## config.mk

```make
export PLATFORM = sky130hd
export DESIGN_NAME = gated_rpm_meter_core
export DESIGN_NICKNAME = d
export VERILOG_FILES = /design/src/rtl/grm_pkg.sv /design/src/rtl/gated_rpm_meter_core.sv
export SDC_FILE = /design/constraint.sdc
export NUM_CORES = 1
export LEC_CHECK = 0
export ABC_AREA = 1
export BUFFER_PORTS_ARGS = -buffer_cell sky130_fd_sc_hd__buf_2
export CORE_MARGIN = 2
export CORE_UTILIZATION = 55
export CTS_BUF_LIST = sky130_fd_sc_hd__clkbuf_2 sky130_fd_sc_hd__clkbuf_4 sky130_fd_sc_hd__clkbuf_8
export DETAILED_ROUTE_END_ITERATION = 10
export GPL_TIMING_DRIVEN = 1
export PLACE_DENSITY = 0.76
export RECOVER_POWER = 50
export SLEW_MARGIN = 10
export SYNTH_ARGS = -nofsm -noshare
export SYNTH_HDL_FRONTEND = slang
export SYNTH_SLANG_ARGS = --single-unit
```

## constraint.sdc

```tcl
create_clock -name clk -period 5.5 [get_ports clk]
set_clock_uncertainty 0.05 [all_clocks]
set_input_delay 0.825 -clock clk [delete_from_list [all_inputs] [get_ports clk]]
set_output_delay 0.825 -clock clk [all_outputs]
set_load 0.01 [all_outputs]
```

## src/rtl/grm_pkg.sv

```systemverilog
// Package for the gated RPM meter: state codes, register indexes and
// reset values. Used by gated_rpm_meter_core; depends on nothing.
`default_nettype none

package grm_pkg;

  localparam int unsigned TIME_W  = 32;
  localparam int unsigned SCALE_W = 48;
  localparam int unsigned PROD_W  = TIME_W + SCALE_W;  // 80-bit product
  localparam int unsigned ADD_W   = SCALE_W + 1;       // shared adder width
  localparam int unsigned ITER    = 32;                // steps per multiply / divide
  localparam int unsigned CNT_W   = 5;

  localparam int unsigned CFG_IDX_W = 2;
  localparam logic [CFG_IDX_W-1:0] CFG_ENABLE = 2'd0;
  localparam logic [CFG_IDX_W-1:0] CFG_SCALE  = 2'd1;
  localparam logic [CFG_IDX_W-1:0] CFG_GATE   = 2'd2;

  localparam logic [SCALE_W-1:0] SCALE_RST = 48'd65536000000;
  localparam logic [TIME_W-1:0]  GATE_RST  = 32'd100000;
  localparam logic [TIME_W-1:0]  RPM_MAX   = 32'hFFFF_FFFF;

  typedef enum logic [4:0] {
    S_IDLE = 5'b00001,
    S_MUL  = 5'b00010,
    S_SAT  = 5'b00100,
    S_DIV  = 5'b01000,
    S_DONE = 5'b10000
  } state_t;

endpackage

`default_nettype wire

```

## src/rtl/gated_rpm_meter_core.sv

```systemverilog
// Gated RPM meter core: poll handling, configuration registers and the
// serial multiply / divide sequencer. Depends on grm_pkg.
`default_nettype none

// A poll that passes the gate is accepted, runs 32 shift-add steps for the
// pulse-difference times scale product and an overflow check, then, unless it
// overflows, 32 restoring-division steps by the elapsed time, and loads the
// result register; all steps run through one shared 49-bit adder. Polls that
// only prime the state or fail the gate finish in the accept cycle. A new poll
// is taken while a finished result still waits in the output register.
// Configuration writes are taken every cycle and should only be issued while
// the block is idle.
module gated_rpm_meter_core
  import grm_pkg::*;
(
  input  wire logic                 clk,
  input  wire logic                 rst_n,
  input  wire logic                 in_valid,
  output logic                      in_ready,
  input  wire logic [TIME_W-1:0]    in_now_usec,
  input  wire logic [TIME_W-1:0]    in_pulse_count,
  output logic                      out_valid,
  input  wire logic                 out_ready,
  output logic [TIME_W-1:0]         out_rpm_value,
  input  wire logic                 cfg_valid,
  output logic                      cfg_ready,
  input  wire logic [CFG_IDX_W-1:0] cfg_index,
  input  wire logic [SCALE_W-1:0]   cfg_data
);

  state_t              state_r, state_nxt;
  logic                enable_r;
  logic [SCALE_W-1:0]  scale_r;
  logic [TIME_W-1:0]   gate_r;
  logic [TIME_W-1:0]   last_time_r, last_time_nxt;
  logic [TIME_W-1:0]   last_count_r, last_count_nxt;
  logic                primed_r, primed_nxt;
  logic [TIME_W-1:0]   elap_r, elap_nxt;
  logic [PROD_W-1:0]   prod_r, prod_nxt;
  logic [CNT_W-1:0]    cnt_r, cnt_nxt;
  logic                sat_r, sat_nxt;
  logic                out_valid_r, out_valid_nxt;
  logic [TIME_W-1:0]   out_data_r, out_data_nxt;

  logic                in_acc;
  logic [TIME_W-1:0]   elapsed;
  logic [TIME_W-1:0]   diff;
  logic                gate_pass;

  logic [ADD_W-1:0]    add_a, add_b, add_sum;
  logic                add_cin;
  logic [TIME_W:0]     div_shift;

  assign in_ready  = (state_r == S_IDLE);
  assign in_acc    = in_valid && in_ready;
  assign cfg_ready = 1'b1;
  assign out_valid     = out_valid_r;
  assign out_rpm_value = out_data_r;

  assign elapsed   = in_now_usec - last_time_r;
  assign diff      = last_count_r - in_pulse_count;
  assign gate_pass = (elapsed > gate_r);

  // partial remainder shifted left with the next dividend bit
  assign div_shift = {prod_r[PROD_W-1 -: TIME_W], prod_r[PROD_W-TIME_W-1]};

  // shared adder: add scale for multiply, subtract elapsed for check/divide
  always_comb begin
    add_a   = '0;
    add_b   = '0;
    add_cin = 1'b0;
    case (state_r)
      S_MUL: begin
        add_a = {1'b0, prod_r[PROD_W-1 -: SCALE_W]};
        add_b = prod_r[0] ? {1'b0, scale_r} : '0;
      end
      S_SAT: begin
        add_a   = {{(ADD_W-TIME_W){1'b0}}, prod_r[PROD_W-1 -: TIME_W]};
        add_b   = ~{{(ADD_W-TIME_W){1'b0}}, elap_r};
        add_cin = 1'b1;
      end
      S_DIV: begin
        add_a   = {{(ADD_W-TIME_W-1){1'b0}}, div_shift};
        add_b   = ~{{(ADD_W-TIME_W){1'b0}}, elap_r};
        add_cin = 1'b1;
      end
      default: begin
        add_a   = '0;
        add_b   = '0;
        add_cin = 1'b0;
      end
    endcase
  end

  assign add_sum = add_a + add_b + {{(ADD_W-1){1'b0}}, add_cin};

  always_comb begin
    state_nxt      = state_r;
    last_time_nxt  = last_time_r;
    last_count_nxt = last_count_r;
    primed_nxt     = primed_r;
    elap_nxt       = elap_r;
    prod_nxt       = prod_r;
    cnt_nxt        = cnt_r;
    sat_nxt        = sat_r;
    out_valid_nxt  = out_valid_r;
    out_data_nxt   = out_data_r;

    if (out_valid_r && out_ready) begin
      out_valid_nxt = 1'b0;
    end

    unique case (state_r)
      S_IDLE: begin
        if (in_acc && enable_r) begin
          if (!primed_r) begin
            last_time_nxt  = in_now_usec;
            last_count_nxt = in_pulse_count;
            primed_nxt     = 1'b1;
          end else if ((scale_r != '0) && gate_pass) begin
            last_time_nxt  = in_now_usec;
            last_count_nxt = in_pulse_count;
            elap_nxt       = elapsed;
            prod_nxt       = {{SCALE_W{1'b0}}, diff};
            cnt_nxt        = '0;
            state_nxt      = S_MUL;
          end
        end
      end
      S_MUL: begin
        // leave the 16 fraction bits below the dividend, which is prod_r[79:16]
        prod_nxt = {add_sum, prod_r[TIME_W-1:1]};
        cnt_nxt  = cnt_r + 1'b1;
        if (cnt_r == CNT_W'(ITER - 1)) begin
          state_nxt = S_SAT;
        end
      end
      S_SAT: begin
        // quotient overflows when the upper half is not below the divisor
        sat_nxt   = ~add_sum[ADD_W-1];
        cnt_nxt   = '0;
        state_nxt = add_sum[ADD_W-1] ? S_DIV : S_DONE;
      end
      S_DIV: begin
        if (!add_sum[ADD_W-1]) begin
          prod_nxt[PROD_W-1 -: TIME_W] = add_sum[TIME_W-1:0];
        end else begin
          prod_nxt[PROD_W-1 -: TIME_W] = div_shift[TIME_W-1:0];
        end
        prod_nxt[PROD_W-TIME_W-1 -: TIME_W] =
          {prod_r[PROD_W-TIME_W-2 -: TIME_W-1], ~add_sum[ADD_W-1]};
        cnt_nxt = cnt_r + 1'b1;
        if (cnt_r == CNT_W'(ITER - 1)) begin
          state_nxt = S_DONE;
        end
      end
      S_DONE: begin
        // hold until the output register is free
        if (!out_valid_r || out_ready) begin
          out_valid_nxt = 1'b1;
          out_data_nxt  = sat_r ? RPM_MAX : prod_r[PROD_W-TIME_W-1 -: TIME_W];
          state_nxt     = S_IDLE;
        end
      end
      default: state_nxt = S_IDLE;
    endcase
  end

  always_ff @(posedge clk) begin
    if (!rst_n) begin
      state_r      <= S_IDLE;
      enable_r     <= 1'b0;
      scale_r      <= SCALE_RST;
      gate_r       <= GATE_RST;
      last_time_r  <= '0;
      last_count_r <= '0;
      primed_r     <= 1'b0;
      out_valid_r  <= 1'b0;
      cnt_r        <= '0;
      sat_r        <= 1'b0;
    end else begin
      state_r      <= state_nxt;
      last_time_r  <= last_time_nxt;
      last_count_r <= last_count_nxt;
      primed_r     <= primed_nxt;
      out_valid_r  <= out_valid_nxt;
      cnt_r        <= cnt_nxt;
      sat_r        <= sat_nxt;
      if (cfg_valid && cfg_ready) begin
        unique case (cfg_index)
          CFG_ENABLE: enable_r <= cfg_data[0];
          CFG_SCALE:  scale_r  <= cfg_data;
          CFG_GATE:   gate_r   <= cfg_data[TIME_W-1:0];
          default: ;
        endcase
      end
    end
  end

  always_ff @(posedge clk) begin
    elap_r     <= elap_nxt;
    prod_r     <= prod_nxt;
    out_data_r <= out_data_nxt;
  end

endmodule

`default_nettype wire

```

======== Word-level counts from Yosys, hierarchy flattened ========
Cells that the tools add are included.
storage, ports and cells
  flip-flop bits (word level) ............. 302
  memories kept ........................... 0
  latch bits .............................. 0
  RAM bits ................................ 0
  bits in read-only memories .............. 0
  word-level logic and storage cells ...... 90
  input port bits ......................... 119
cells by class
  muxes and demuxes ....................... 29
  add/subtract/negate cells ............... 5
  bitwise operators ....................... 2
  shifts and indexed selects .............. 0
  reduce and logical (&&, ||, !) cells .... 24
  eq/ne operators ......................... 15
  $mul .................................... 0
  divide/modulo/power cells ............... 0
  magnitude comparators ................... 1
operator list
  kind                                                                     number
  80-bit two-way mux                                                       3
  64-bit case mux with 3 select lines                                      1
  32-bit two-way mux                                                       5
  48-bit case mux with 3 select lines                                      1
  49-bit case mux with 2 select lines                                      1
  32-bit subtractor                                                        2
  5-bit two-way mux                                                        10
  49-bit by 1-bit adder with 49-bit output                                 1
  49-bit adder                                                             1
  32-bit inverter with 49-bit output                                       1
  48-bit two-way mux                                                       1
  48-bit nonzero test                                                      1
  32-bit > comparator                                                      1
  16-bit case mux with 2 select lines                                      1
  5-bit case mux with 5 select lines                                       1
  4-bit AND reduction                                                      4
  5-bit case mux with 3 select lines                                       1
  5-bit equality test, second input constant                               2
  2-bit AND reduction                                                      5
  2-bit by 1-bit inequality test with 1-bit output, second input constant  4
  2-bit inequality test, second input constant                             3
  6-bit AND reduction                                                      1
  3-bit nonzero test                                                       2
  5-bit by 1-bit adder with 5-bit output, second input constant            1
  other kinds (15)                                                         22

======== Longest topological paths before layout ========
  depth after elaboration ................. 7
  depth in mapped cells ................... 27
  mapped depth without buffers ............ 26

======== Least setup slack after synthesis ========
No wires, ideal clock.
  path kind ............................... input to register
  start point ............................. in in_now_usec[0]
  end point ............................... reg prod_r[16], enable pin
  path slack .............................. 0.028 ns
  setup time .............................. 0.427 ns
  stages .................................. 22
  required time ........................... 5.023 ns
  arrival ................................. 4.996 ns
  path through ............................ inv_1 ha_1 fa_1 o21ai_1 a21oi_1 o21ai_1 nand2_1 nand2_1 nand3_1 nand2_1 xnor2_1 inv_1 ha_1 nand4_1 nor2_1 nand3_1 inv_1 nand2_1 nand2_1 nand3_1 nand2_1 o21a_1
between the ends
  longest elaborated chain between the ends .. 5
RTL lines
  item                                                               RTL line                     RTL
  start: declaration                                                 gated_rpm_meter_core.sv:20   input wire logic [TIME_W-1:0] in_now_usec,
  32-bit subtractor                                                  gated_rpm_meter_core.sv:60   assign elapsed = in_now_usec - last_time_r;
  named net elapsed[30]                                              gated_rpm_meter_core.sv:46   logic [TIME_W-1:0] elapsed;
  32-bit > comparator                                                gated_rpm_meter_core.sv:62   assign gate_pass = (elapsed > gate_r);
  1-bit logical AND                                                  gated_rpm_meter_core.sv:120  end else if ((scale_r != '0) && gate_pass) begin
  2-bit by 1-bit inequality test with 1-bit output (no source line)  --
  4-bit AND reduction (no source line)                               --
  end signal: assignment                                             gated_rpm_meter_core.sv:202  prod_r <= prod_nxt;
  end: declaration                                                   gated_rpm_meter_core.sv:39   logic [PROD_W-1:0] prod_r, prod_nxt;
The timed path passes the listed nets, and every way through them passes these cells.
A chain may end at the register's enable or synchronous reset.

======== Worst setup path in the final report ========
  start point ............................. reg state_r[2]
  end point ............................... reg prod_r[71], data pin
between the ends
  longest elaborated chain between the ends .. 7
  elaborated cells on any way between the ends .. 12
  those cells by class .................... add/sub (2); eq/ne (4); mux (5); reduce/logical (1)
RTL lines
  item                                                                                                                     RTL line                                                 RTL
  start: declaration                                                                                                       gated_rpm_meter_core.sv:31                               state_t state_r, state_nxt;
  start signal: assignment                                                                                                 gated_rpm_meter_core.sv:182                              state_r <= state_nxt;
  5-bit by 4-bit equality test with 1-bit output / 5-bit by 3-bit equality test with 1-bit output (equally long branches)  gated_rpm_meter_core.sv:72, gated_rpm_meter_core.sv:113
  2-bit OR reduction (no source line)                                                                                      --
  49-bit case mux with 2 select lines                                                                                      gated_rpm_meter_core.sv:72                               case (state_r)
  49-bit adder                                                                                                             gated_rpm_meter_core.sv:95                               assign add_sum = add_a + add_b + {{(ADD_W-1){1'b0}}, add_cin};
  49-bit by 1-bit adder with 49-bit output                                                                                 gated_rpm_meter_core.sv:95
  32-bit two-way mux                                                                                                       gated_rpm_meter_core.sv:145                              if (!add_sum[ADD_W-1]) begin
  64-bit case mux with 3 select lines (*)                                                                                  gated_rpm_meter_core.sv:113                              unique case (state_r)
  named net prod_nxt[71]                                                                                                   gated_rpm_meter_core.sv:39
The timed path passes the listed nets; every way through them passes the cells marked *.

==> metrics.md <==
| Metric | Value |
|---|---|
| Run status | `finished, violations left` |
| Violations in the final reports | `capacitance limit, slew limit` |
| Total of buffers placed on input and output ports | `152` |
| Maximum number of buffers from clock root to sink | `3` |
| Initial antenna violation count | `2` |
| Maximum clock frequency | `206 MHz` |
| TritonCTS clock tree | `built` |
| Hpwl dp | `50000 um` |
| Data required, critical path | `5.83 ns` |
| Number of enable-type register cells in the synthesized netlist | `144` |
| Nets | `3233` |
| Non-filler cells, final | `3481` |
| Placed cells | `3380` |
| Average wire length per cell after detail routing | `18.2 um` |
| Mapped Area | `20400 um^2` |
| CTS Sinks | `302` |
| Final-report setup violation count | `0` |
| Total detailed-routing wirelength | `63400 um` |
| Accumulated negative setup slack | `0 ns` |
| Yosys top cell area share | `21.2%` |
| Synth top area cells | `edfxtp_1 (21%), dfxtp_1 (16%), nand2_1 (11%)` |
| Final Cycle Share | `88.1%` |
| Post-CTS clock slew at the launch and capture registers of the worst setup and hold paths | `0.06 ns` |
| Avg Synthesized Cell Area | `7.22 um^2` |
| # IOs | `154` |
| Crit path max fanout | `38` |
| Iteration-0 DRC count of the detailed router | `1600` |
| Sequential cell area fraction in the yosys report | `36.7%` |
| Signed area change from the synthesized netlist to the final layout | `11.4%` |
| Total power per unit cell area | `242 nW/um^2` |
| Global routing met1 resource utilization | `46.8%` |
| Residual overflow from global routing | `0` |
| Destination of the worst register-to-register timing path | `prod_r[71]` |
| Kind of path behind the tightest hold check | `primary input to flop` |
| Type of destination of the critical path | `flop` |
| Biggest area consumer among synthesized cells | `edfxtp_1` |
| Share of synthesized registers carrying an async set or reset | `0%` |
| Vias in the first global route | `18200` |
| Reg-to-Reg Start | `state_r[2]` |
| Placeable core area | `36600 um^2` |
| Detailed-route vias per instance | `5.67` |
| Post-synthesis cell count | `2827` |
| Number of failing hold endpoints at the final stage | `0` |
| Length of the first detailed-routing pass in iterations | `6` |
| Distinct cells, synth | `50` |
| Crit Path Category | `flop to flop` |
| Number of buffers inserted during clock tree synthesis | `53` |
| Post-synthesis sequential element count | `302` |
| Initial Util | `55.7%` |
| Last weighted congestion value of the routability-driven placer | `0.993` |
| Max-slew violations | `113` |
| Met3 global-route usage | `5.12%` |
| Static Leak | `10.3 nW` |
| Worst skew pair latency | `0.63 ns` |
| Number of hold buffers added after cts | `0` |
| Post-synth net total | `3093` |
| Via count | `19800` |
| Number of nets with antenna violations after detailed routing | `0` |
| Detailed-route DRC error count | `0` |
| Synthesis warning total | `0` |
| Clock root buffer | `clkbuf_8` |
| Minimum setup slack among reg-to-reg paths | `0.65 ns` |
| Worst hold path cell count | `3` |
| Data arrival time of the worst path | `5.18 ns` |
| H-tree levels | `2` |
| Post-CTS resize count | `0` |
| Number of max-cap violations | `2` |
| Postcts setup bufs | `0` |
| R2R cell count | `18` |
| Die Area | `38600 um^2` |
| Wire length of the first global-routing pass | `98500 um` |
| Start point of the worst min-delay path | `cfg_data[35]` |
| Min Clock Period, post-route | `4.85 ns` |
| Slew of the pin with the lowest slew margin | `3.10 ns` |
| Die outline width | `197 um` |
| Hold worst-path end | `scale_r[35]` |
| Maximum number of pins on one net before global-route repair | `85` |
| Relative slew slack | `-107%` |
| Share of cells above drive strength 1 | `9.56%` |
| Standard-cell row count | `70` |
| GR met2 Demand/Resource | `50.8%` |
| GR Util All Layers | `32.7%` |
| Most heavily used metal layer in global routing | `met2` |
| Critical Path Start Type | `flop` |
| Floorplan die height | `197 um` |
| Top FF cell, synth | `dfxtp_1` |
| Setup repair after global routing missed its margin | `false` |
| Maximum resistive drop on vdd | `0.205 mV` |
-- worst max-delay path, stage by stage, from the launching register on --
cell and delay, ns:
dfxtp_1 0.35, nor2_1 0.18, nand2_1 0.08, nor3_1 0.32, buf_4 0.36, nand2_1 0.13
buf_4 0.28, o22ai_1 0.34, ha_1 0.35, a21oi_1 0.31, o21ai_0 0.25, a21oi_1 0.41
o21ai_2 0.13, nand2_2 0.13, nand3_2 0.17, nand2_4 0.38, nand3_1 0.15, nand2_1 0.11
nand2_1 0.06
-- cell type report --
cell class | count | area [um^2]
multi-input cells | 2037 | 11000
diodes | 2 | 5.00
clock buffers | 74 | 918
clock inverters | 25 | 275
fillers | 3357 | 13900
repair buffers | 184 | 987
flip-flops and latches | 302 | 7490
inverters | 389 | 1460
well taps | 468 | 586
-- kinds of logic after synthesis --
logic type / Yosys count / share of synthesized area [%]
flip-flops: 302 / 36.7
XOR/XNOR: 62 / 2.66
AO/OA/AOI/OAI: 650 / 17.8
AND/OR/NAND/NOR: 1177 / 24.3
adder cells (fa/ha/maj): 147 / 9.16
buffers and inverters: 488 / 9.36
other: 1 / 0.0184
-- synth_stat cells, drive strengths merged, types with 4 or more instances --
library cell	count
nand2	610
inv	389
nor2	330
o21ai	254
a21oi	229
dfxtp	158
edfxtp	144
ha	143
nand3	136
clkbuf	67
o22ai	60
xor2	37
buf	32
nand4	32
nor3	30
o221ai	30
xnor2	25
a21o	20
nand3b	19
o211ai	16
or2	14
a31oi	13
o21bai	11
o21a	9
nor4	6
fa	4
-- flip-flops by register name, summed over array words and instances, names as in the netlist --
name           cells
prod_r            80
scale_r           48
elap_r            32
gate_r            32
last_count_r      32
last_time_r       32
out_rpm_value     32
cnt_r              5
state_r            5
enable_r           1
out_valid          1
primed_r           1
sat_r              1
-- metal layers --
metal,wire (um),share of wire [%]
met5,0,0
met1,28900,46
met2,27300,43
met3,5350,8.4
met4,1810,2.9
-- where the power goes --
part	leakage, nW	switching [W]	internal, W
sequential	2.65	0.0000199	0.00241
clock	0.628	0.000989	0.00137
combinational	6.99	0.000449	0.000262
total	10.3	0.00146	0.00404
-- how the worst max path moves through the flow --
stage / from / endpoint / slack (ns) / depth (start not counted)
after floorplan: in_now_usec[0] / prod_r[16] / 0.03 / 22
after global placement: in_now_usec[0] / prod_r[26] / 0.36 / 24
after detailed placement: in_now_usec[0] / prod_r[23] / 0.32 / 24
after CTS: state_r[2] / prod_r[67] / 0.91 / 22
after global routing: in_now_usec[0] / prod_r[24] / 0.27 / 24
final: state_r[2] / prod_r[71] / 0.65 / 18
-- metrics by stage --
stage	total power (W)	setup slack, ns	area [um^2]	hold WS [ns]	util (%)
floorplan	0.00297	0.0276	20400	0.385	-
global placement	0.00316	0.356	21600	0.397	59.0
detailed placement	0.00318	0.323	21600	0.407	59.0
CTS	0.00551	0.907	22800	0.330	62.3
global route	0.00573	0.272	22700	0.334	62.1
finish	0.00550	0.652	22700	0.364	62.1
-- cell usage in the layout, fill, tap and decap left out, types with 26 or more instances in the layout --
cell	n
a21oi_1	228
buf_2	115
clkbuf_1	41
clkbuf_8	58
dfxtp_1	158
edfxtp_1	144
ha_1	143
inv_1	375
nand2_1	604
nand3_1	131
nand4_1	31
nor2_1	321
nor3_1	26
o21ai_0	241
o221ai_1	30
o22ai_1	60
xor2_1	37
Power figures use the tool's default switching activity.
